$ cat src/hdl/mkpd_pkg.sv
// Package for the matrix keypad scanner: key state types, status and event codes,
// reset values and the per-key debounce update function. No dependencies.
`default_nettype none

package mkpd_pkg;

    localparam int ROWS_DEFAULT    = 4;
    localparam int COLUMNS_DEFAULT = 4;

    localparam logic [7:0] DEBOUNCE_RESET  = 8'd4;
    localparam logic [7:0] LONGPRESS_RESET = 8'd100;
    localparam logic [7:0] COUNT_MAX       = 8'd255;

    localparam logic [1:0] ST_RELEASED = 2'd0;
    localparam logic [1:0] ST_PRESSED  = 2'd1;
    localparam logic [1:0] ST_LONG     = 2'd2;
    localparam logic [1:0] ST_UNUSED   = 2'd3;

    localparam logic [1:0] EV_NONE    = 2'd0;
    localparam logic [1:0] EV_PRESS   = 2'd1;
    localparam logic [1:0] EV_LONG    = 2'd2;
    localparam logic [1:0] EV_RELEASE = 2'd3;

    localparam logic REG_DEBOUNCE  = 1'b0;
    localparam logic REG_LONGPRESS = 1'b1;

    typedef struct packed {
        logic       raw;
        logic [1:0] status;
        logic [7:0] count;
    } key_state_t;

    typedef struct packed {
        key_state_t st;
        logic [1:0] ev;
    } key_result_t;

    function automatic key_result_t key_update(key_state_t s, logic pressed,
                                               logic [7:0] db, logic [7:0] lp);
        key_result_t res;
        logic [7:0]  thr;
        thr = (db == 8'd0) ? 8'd1 : db;
        res.st = s;
        res.ev = EV_NONE;
        if (s.raw == pressed) begin
            if (({1'b0, s.raw} != s.status) || (s.status != ST_RELEASED)) begin
                if (s.count != COUNT_MAX) begin
                    res.st.count = s.count + 8'd1;
                end
            end
        end else begin
            res.st.count = 8'd0;
            res.st.raw   = pressed;
        end
        if (res.st.count >= thr) begin
            if (res.st.raw) begin
                if (res.st.status == ST_RELEASED) begin
                    res.st.status = ST_PRESSED;
                    res.ev        = EV_PRESS;
                end else if (res.st.status == ST_PRESSED) begin
                    if (res.st.count >= lp) begin
                        res.st.status = ST_LONG;
                        res.ev        = EV_LONG;
                    end
                end
            end else begin
                res.st.status = ST_RELEASED;
                res.st.count  = 8'd0;
                res.ev        = EV_RELEASE;
            end
        end
        return res;
    endfunction

endpackage

`default_nettype wire

$ cat src/hdl/matrix_keypad_scan_debounce.sv
// Matrix keypad scanner with per-key debounce and long-press detection.
// The result of a transaction is in the output register in the cycle after it is accepted.
// Throughput: one transaction per cycle while in_stall is low; each one updates the scanned column's keys.
// Reset: all keys released with cleared counters, scan at column 0.
// Reset also loads the debounce threshold with 4 and the long-press threshold with 100.
// Depends on mkpd_pkg.
`default_nettype none

module matrix_keypad_scan_debounce #(
    parameter int ROWS    = mkpd_pkg::ROWS_DEFAULT,
    parameter int COLUMNS = mkpd_pkg::COLUMNS_DEFAULT
) (
    input  wire logic        clk,
    input  wire logic        rst_n,
    input  wire logic        psel,
    input  wire logic        penable,
    input  wire logic        pwrite,
    input  wire logic [2:0]  paddr,
    input  wire logic [31:0] pwdata,
    output logic      [31:0] prdata,
    output logic             pready,
    input  wire logic        in_valid,
    output logic             in_stall,
    input  wire logic [3:0]  row_levels,
    output logic             out_valid,
    input  wire logic        out_stall,
    output logic      [1:0]  scanned_column,
    output logic      [1:0]  event_row_zero,
    output logic      [1:0]  event_row_one,
    output logic      [1:0]  event_row_two,
    output logic      [1:0]  event_row_three,
    output logic      [1:0]  drive_column
);

    import mkpd_pkg::*;

    localparam int COL_W = (COLUMNS > 1) ? $clog2(COLUMNS) : 1;
    localparam logic [COL_W-1:0] COL_LAST = COL_W'(COLUMNS - 1);

    logic [7:0]       db_reg;
    logic [7:0]       lp_reg;
    logic [COL_W-1:0] col_reg;
    logic [COL_W-1:0] col_next;
    key_state_t       keys_reg [COLUMNS][ROWS];
    key_result_t      key_next [ROWS];
    logic [7:0]       levels_ext;
    logic [1:0]       ev_next [4];
    logic             out_valid_reg;
    logic [1:0]       scanned_reg;
    logic [1:0]       drive_reg;
    logic [1:0]       ev_reg [4];
    logic             accept;
    logic             cfg_write;

    assign pready    = 1'b1;
    assign cfg_write = psel && penable && pwrite;
    assign prdata    = (paddr[2] == REG_LONGPRESS) ? {24'd0, lp_reg} : {24'd0, db_reg};

    always_ff @(posedge clk or negedge rst_n)
    begin
        if (!rst_n)
        begin
            db_reg <= DEBOUNCE_RESET;
            lp_reg <= LONGPRESS_RESET;
        end
        else if (cfg_write)
        begin
            if (paddr[2] == REG_DEBOUNCE)
            begin
                db_reg <= pwdata[7:0];
            end
            else
            begin
                lp_reg <= pwdata[7:0];
            end
        end
    end

    assign in_stall = out_valid_reg && out_stall;
    assign accept   = in_valid && !in_stall;

    // Rows beyond the four input bits read as not pressed.
    assign levels_ext = {4'hF, row_levels};
    assign col_next   = (col_reg == COL_LAST) ? '0 : col_reg + COL_W'(1);

    always_comb
    begin
        for (int e = 0; e < 4; e++)
        begin
            ev_next[e] = EV_NONE;
        end
        for (int r = 0; r < ROWS; r++)
        begin
            key_next[r] = key_update(keys_reg[col_reg][r], ~levels_ext[r], db_reg, lp_reg);
            if (r < 4)
            begin
                ev_next[r] = key_next[r].ev;
            end
        end
    end

    always_ff @(posedge clk or negedge rst_n)
    begin
        if (!rst_n)
        begin
            col_reg <= '0;
            for (int c = 0; c < COLUMNS; c++)
            begin
                for (int r = 0; r < ROWS; r++)
                begin
                    keys_reg[c][r] <= '{raw: 1'b0, status: ST_RELEASED, count: 8'd0};
                end
            end
        end
        else if (accept)
        begin
            col_reg <= col_next;
            for (int r = 0; r < ROWS; r++)
            begin
                keys_reg[col_reg][r] <= key_next[r].st;
            end
        end
    end

    always_ff @(posedge clk or negedge rst_n)
    begin
        if (!rst_n)
        begin
            out_valid_reg <= 1'b0;
        end
        else if (accept)
        begin
            out_valid_reg <= 1'b1;
        end
        else if (!out_stall)
        begin
            out_valid_reg <= 1'b0;
        end
    end

    always_ff @(posedge clk)
    begin
        if (accept)
        begin
            scanned_reg <= 2'(col_reg);
            drive_reg   <= 2'(col_next);
            for (int e = 0; e < 4; e++)
            begin
                ev_reg[e] <= ev_next[e];
            end
        end
    end

    assign out_valid       = out_valid_reg;
    assign scanned_column  = scanned_reg;
    assign drive_column    = drive_reg;
    assign event_row_zero  = ev_reg[0];
    assign event_row_one   = ev_reg[1];
    assign event_row_two   = ev_reg[2];
    assign event_row_three = ev_reg[3];

    a_accept_gives_result: assert property (@(posedge clk) disable iff (!rst_n)
        accept |=> out_valid_reg)
        else $error("accepted transaction did not produce a result");

    a_scan_wraps: assert property (@(posedge clk) disable iff (!rst_n)
        (accept && col_reg == COL_LAST) |=> col_reg == '0)
        else $error("scan did not wrap after the last column");

    a_idle_holds_column: assert property (@(posedge clk) disable iff (!rst_n)
        !accept |=> $stable(col_reg))
        else $error("scan column moved without a transaction");

    a_no_unused_status: assert property (@(posedge clk) disable iff (!rst_n)
        keys_reg[col_reg][0].status != ST_UNUSED)
        else $error("key status holds the unused code");

endmodule

`default_nettype wire
$ cat config.mk
export PLATFORM = sky130hd
export DESIGN_NAME = matrix_keypad_scan_debounce
export DESIGN_NICKNAME = d
export VERILOG_FILES = /design/src/hdl/mkpd_pkg.sv /design/src/hdl/matrix_keypad_scan_debounce.sv
export SDC_FILE = /design/constraint.sdc
export NUM_CORES = 1
export LEC_CHECK = 0
export BUFFER_PORTS_ARGS = -buffer_cell sky130_fd_sc_hd__buf_4
export CAP_MARGIN = 25
export CORE_UTILIZATION = 65
export DETAILED_ROUTE_END_ITERATION = 6
export PLACE_DENSITY = 0.85
export RECOVER_POWER = 50
export SLEW_MARGIN = 20
export SYNTH_ARGS = -nofsm -noshare
export SYNTH_HDL_FRONTEND = slang
export SYNTH_SLANG_ARGS = --single-unit
$ cat constraint.sdc
create_clock -name clk -period 7.8 [get_ports clk]
set_input_delay 0.39 -clock clk [delete_from_list [all_inputs] [get_ports clk]]
set_output_delay 0.39 -clock clk [all_outputs]
set_load 0.02 [all_outputs]
Yosys cells after proc, flatten, opt, wreduce, memory -nomap -nowiden. Memories as Yosys holds them, arrays and structs flattened. Index checks and enable logic that the tools add are counted.

Bits in registers: 199. Bits in writable memories: 8. Output and inout bits: 47. Word-level logic and storage cells: 193. Memories: 1.

Memory list: ev_reg (depth 4, width 2, rd ports 4, clocked after memory_dff 0, write ports 4, line matrix_keypad_scan_debounce.sv:51) `logic [1:0] ev_reg [4];`.

Add/sub/neg operators: 5. $lt $le $gt $ge: 10. Eq/ne operators: 18. Mux-type cells: 78. Bitwise gates (word level): 6. Reduce and logical (&&, ||, !) cells: 21.

Operators by type and width (number): bitwise mux 176 bit (4); demux 44 bit (select 2 bit) (4); 2-to-1 mux 8 bit (18); 2-to-1 mux 44 bit (3); binary-select mux 44 bit (select 2 bit) (1); 2-to-1 mux 2 bit (33); greater-or-equal comparator 8 bit (8); 2-to-1 mux 12 bit (4); 2-to-1 mux 33 bit (1); adder 8 x 1 -> 8 bit (second input constant) (4); != test 8 bit (second input constant) (4); 2-to-1 mux 22 bit (1); 2-to-1 mux 11 bit (1); equality test 2 x 1 -> 1 bit (second input constant) (4); zero test 2 bit (4); zero test 8 bit (1); 2-to-1 mux 1 bit (8); != test 1 x 2 -> 1 bit (4); nonzero test 2 bit (4); logical AND 1 bit (5); NOT 1 bit (5); equality test 1 bit (4); logical OR 1 bit (4); AND reduction 2 bit (2); 7 further kinds (7).

Longest topological paths before layout.
Depth after elaboration: 18. Gate-level depth with buffers: 23. Gate-level depth less buffers: 17.

Least setup slack after synthesis. Ideal clock, no wire load.

Kind: flip-flop to flip-flop. Start: register col_reg[0]. End: register keys_reg[115] (netlist name). Library setup time: 0.065 ns. Data arrival time: 5.126 ns. Path slack: 2.609 ns. Stages on the path, launching flop included: 24. Path buffers: 6. Cell sequence: dfrtp_1 -> buf_4 -> buf_4 -> buf_2 -> buf_2 -> mux4_2 -> ha_1 -> nand3_1 -> inv_1 -> a41oi_1 -> xor2_1 -> nand2_1 -> ha_1 -> nand2b_1 -> a21o_1 -> a21o_1 -> a21o_1 -> a21oi_1 -> o21ai_0 -> and3b_1 -> clkbuf_1 -> clkbuf_1 -> nor3_1 -> mux2_2.

Longest elaborated chain between the ends: 14.

RTL lines: start: declaration (line matrix_keypad_scan_debounce.sv:42) `logic [COL_W-1:0] col_reg;`; start signal: assignment (line matrix_keypad_scan_debounce.sv:117) `col_reg <= col_next;`; NOT 2 -> 3 bit (implied by the code) * (line matrix_keypad_scan_debounce.sv:94, matrix_keypad_scan_debounce.sv:120); binary-select mux 44 bit (select 2 bit) (line matrix_keypad_scan_debounce.sv:94) `key_next[r] = key_update(keys_reg[col_reg][r], ~levels_ext[r], db_reg, lp_reg);`; 2-to-1 mux 44 bit (implied by the code) (2 in a row) (line matrix_keypad_scan_debounce.sv:94); adder 8 x 1 -> 8 bit (tied with other cells) (line mkpd_pkg.sv:48) `res.st.count = s.count + 8'd1;`; 2-to-1 mux 8 bit or logical OR 1 bit (tied branches) (line mkpd_pkg.sv:47, mkpd_pkg.sv:46); 2-to-1 mux 8 bit (line mkpd_pkg.sv:46) `if (({1'b0, s.raw} != s.status) || (s.status != ST_RELEASED)) begin`; 2-to-1 mux 8 bit (line mkpd_pkg.sv:45) `if (s.raw == pressed) begin`; greater-or-equal comparator 8 bit or 2-to-1 mux 8 bit (tied branches) (line mkpd_pkg.sv:55, mkpd_pkg.sv:56); 2-to-1 mux 12 bit (line mkpd_pkg.sv:55) `if (res.st.count >= thr) begin`; bitwise mux 176 bit (3 in a row) (line matrix_keypad_scan_debounce.sv:120) `keys_reg[col_reg][r] <= key_next[r].st;`; bitwise mux 176 bit * (line matrix_keypad_scan_debounce.sv:120); end signal: indexed assignment (line matrix_keypad_scan_debounce.sv:111) `keys_reg[c][r] <= '{raw: 1'b0, status: ST_RELEASED, count: 8'd0};`; end signal: indexed assignment (line matrix_keypad_scan_debounce.sv:120); end: declaration (line matrix_keypad_scan_debounce.sv:44) `key_state_t keys_reg [COLUMNS][ROWS];`.

Mark *: on every way between the ends. The rest lies on a longest branch, timed or not. The select of a mux whose other input is x is not followed. A chain may end at the register's enable or synchronous reset.

Worst setup path in the final report.
Start: register col_reg[0]. End: register keys_reg[26] (netlist name).

Same word-level chain as after synthesis.

==> impl_metrics.json <==
{
  "clock_latency_ps": 510,
  "worstMarginPinSlew_ps": 3270,
  "ys_seq_area_frac": 0.450,
  "cts_hold_buffers": 0,
  "gp_congestion": 0.887,
  "largest_register_ff_count": 176,
  "tns_ps": 0,
  "register_area_mm2": 0.00525,
  "finalCriticalPeriod_ps": 5800,
  "hold_viol": 5,
  "fp.dieW_um": 136,
  "dpl.hpwl_um": 17000,
  "yosysWarnings": 0,
  "hp-class": "in2async",
  "layout_common_cells": "dfrtp_1 (189), mux2_2 (137), nand2_1 (81)",
  "skew_ps": 13.2,
  "synth_edf_count": 12,
  "max_freq_mhz": 172,
  "htreeDepth": 1,
  "cts_max_path_buffers": 3,
  "ys_types": 56,
  "fp.dieArea_mm2": 0.0185,
  "clock-sinks": 207,
  "syn2layout_area_growth_pct": 9.51,
  "cp-start-kind": "register",
  "postRouteAntennaNets": 0,
  "netlist_area_mm2": 0.0117,
  "post_cts_buffers": 0,
  "p_leak_nw": 6.11,
  "cp.required_ps": 8240,
  "final_common_cell": "dfrtp_1",
  "syn_avg_cell_area_um2": 11.7,
  "synthArstFlopShare": 0.942,
  "routed_wl_um": 25600,
  "grt_max_degree": 119,
  "yosys_register_bits": 207,
  "grt_overflow": 0,
  "vdd.ir_drop.worst_v": 0.000223,
  "cts_buffers": 23,
  "firstDrtPassIters": 5,
  "portBuffers": 41,
  "post_cts_resized": 0,
  "power_density_mw_per_mm2": 315,
  "postSynthCellCount": 999,
  "die_h_um": 136,
  "multi_input_area_mm2": 0.00598,
  "total_power_mw": 4.03,
  "synth_ff_type": "dfrtp_1",
  "status": "finished with violations",
  "ioPinCount": 93,
  "grt_antenna_before_repair": 0,
  "diodes": 0,
  "wire_per_inst_um": 20.2,
  "dr_total_vias": 7980,
  "drc": 0,
  "timing.slew.headroom": -1.18,
  "period_share": 0.743,
  "slew_viol_final": 62,
  "grt_pass1_vias": 8247,
  "dr.first_iter.drc_count": 625,
  "rows": 48,
  "clk_pin_slew_worst_paths_ps": 60,
  "cts_tree": "yes",
  "arrival_ps": 6240,
  "crit_path_end_kind": "register",
  "grt_pass1_wl_um": 41900,
  "drive_above_1_share": 0.268,
  "fin_hold_ws_ps": -17.9,
  "grt_setup_unrepaired": "false",
  "root_buffer": "clkbuf_16",
  "violations": "negative hold slack, max-capacitance violations, max-slew violations",
  "drv_cap": 1,
  "routed_via_density": 6.30,
  "cp_max_fo": 25,
  "finalNetCount": 1147,
  "setup_viol": 0,
  "core_mm2": 0.0174,
  "start_util": 0.670,
  "grt.total_usage": 0.293,
  "nFillCells": 1127,
  "critPathKind": "reg2reg"
}
[cell usage after synthesis, drive strengths merged, types with 2 or more instances]
cell type	count	area (µm²)
a21o	19	143
a21oi	25	125
a31oi	5	31.3
a41oi	2	17.5
and2	17	106
and3	3	18.8
and3b	3	26.3
buf	38	251
clkbuf	34	128
conb	2	7.51
dfrtp	191	4780
dfstp	4	105
edfxtp	12	360
ha	76	951
inv	41	154
mux2	137	1540
mux2i	7	70.1
mux4	44	991
nand2	81	304
nand2b	9	56.3
nand3	19	95.1
nand3b	3	22.5
nand4b	2	17.5
nor2	52	195
nor2b	6	37.5
nor3	37	196
nor3b	5	37.5
nor4	2	12.5
o21a	3	22.5
o21ai	39	195
o2bb2a	3	30.0
o31ai	37	278
o32ai	3	26.3
or2	4	25.0
xnor2	9	78.8
xor2	9	78.8
[cell families after synthesis]
| group | Yosys count | synth area share |
|---|---|---|
| fa+ha+maj | 76 | 0.0815 |
| mux | 188 | 0.223 |
| compound gates | 148 | 0.0843 |
| buf+inv | 113 | 0.0457 |
| other cells | 2 | 0.000644 |
| simple gates | 247 | 0.101 |
| xor+xnor | 18 | 0.0135 |
| flops | 207 | 0.450 |
[final timing paths]
kind | startpoint | end | slack [ps] | depth (start not counted)
worst max-delay path | col_reg[0] | keys_reg[26] | 2000 | 18
worst min-delay path | rst_n | keys_reg[23] | -20 | 1
worst max register to register | col_reg[0] | keys_reg[26] | 2000 | 18
worst min register to register | keys_reg[42] | keys_reg[42] | 480 | 2
max in group asynchronous | rst_n | keys_reg[137] | 3460 | 3
min in group clk | in_valid | out_valid | 80 | 2
[layout make-up]
type | instances | share of cell area
Multi-Input combinational cell | 702 | 0.468
Sequential cell | 207 | 0.411
Clock buffer | 32 | 0.0508
Timing Repair Buffer | 50 | 0.0287
Tap cell | 225 | 0.0220
Inverter | 41 | 0.0120
Clock inverter | 9 | 0.00764
[report_power, final]
part | internal [mW] | total, mW | switching [mW]
logic | 0.633 | 1.52 | 0.888
registers | 1.28 | 1.44 | 0.157
clock network | 0.645 | 1.07 | 0.425
[routing by layer]
metal | wire length [µm] | up-vias | GRT usage
li1 | - | 3632 | -
met1 | 10800 | 4022 | 0.386
met2 | 12500 | 267 | 0.482
met3 | 1380 | 59 | 0.0418
met4 | 896 | 0 | 0.139
met5 | 0 | - | 0
[critical path: stages, from the launching register on]
cell,delay [ps]
dfrtp_4,770
buf_4,510
mux4_2,600
ha_1,240
nand3_1,130
inv_1,70
a41oi_1,530
xor2_1,210
nand2_1,190
ha_1,350
nand2b_1,160
a21o_1,180
a21o_1,160
a21o_1,170
a21oi_1,150
o21ai_0,140
and3b_1,410
nor3_1,470
mux2_2,250
[per-stage QoR]
step | std cells | hold slack (ps) | area [µm²] | worst slack [ps] | utilization
final | 1266 | -17.9 | 12800 | 2000 | 0.733
after detailed placement | 1224 | 465 | 12000 | 2120 | 0.691
after global placement | 1224 | 455 | 12000 | 2290 | 0.691
after global routing | 1266 | 73.7 | 12800 | 1630 | 0.733
after floorplan | 1022 | 94.4 | 11800 | 2610 | -
after CTS | 1265 | 61.2 | 12800 | 2030 | 0.734
Power figures use the tool's default switching activity.
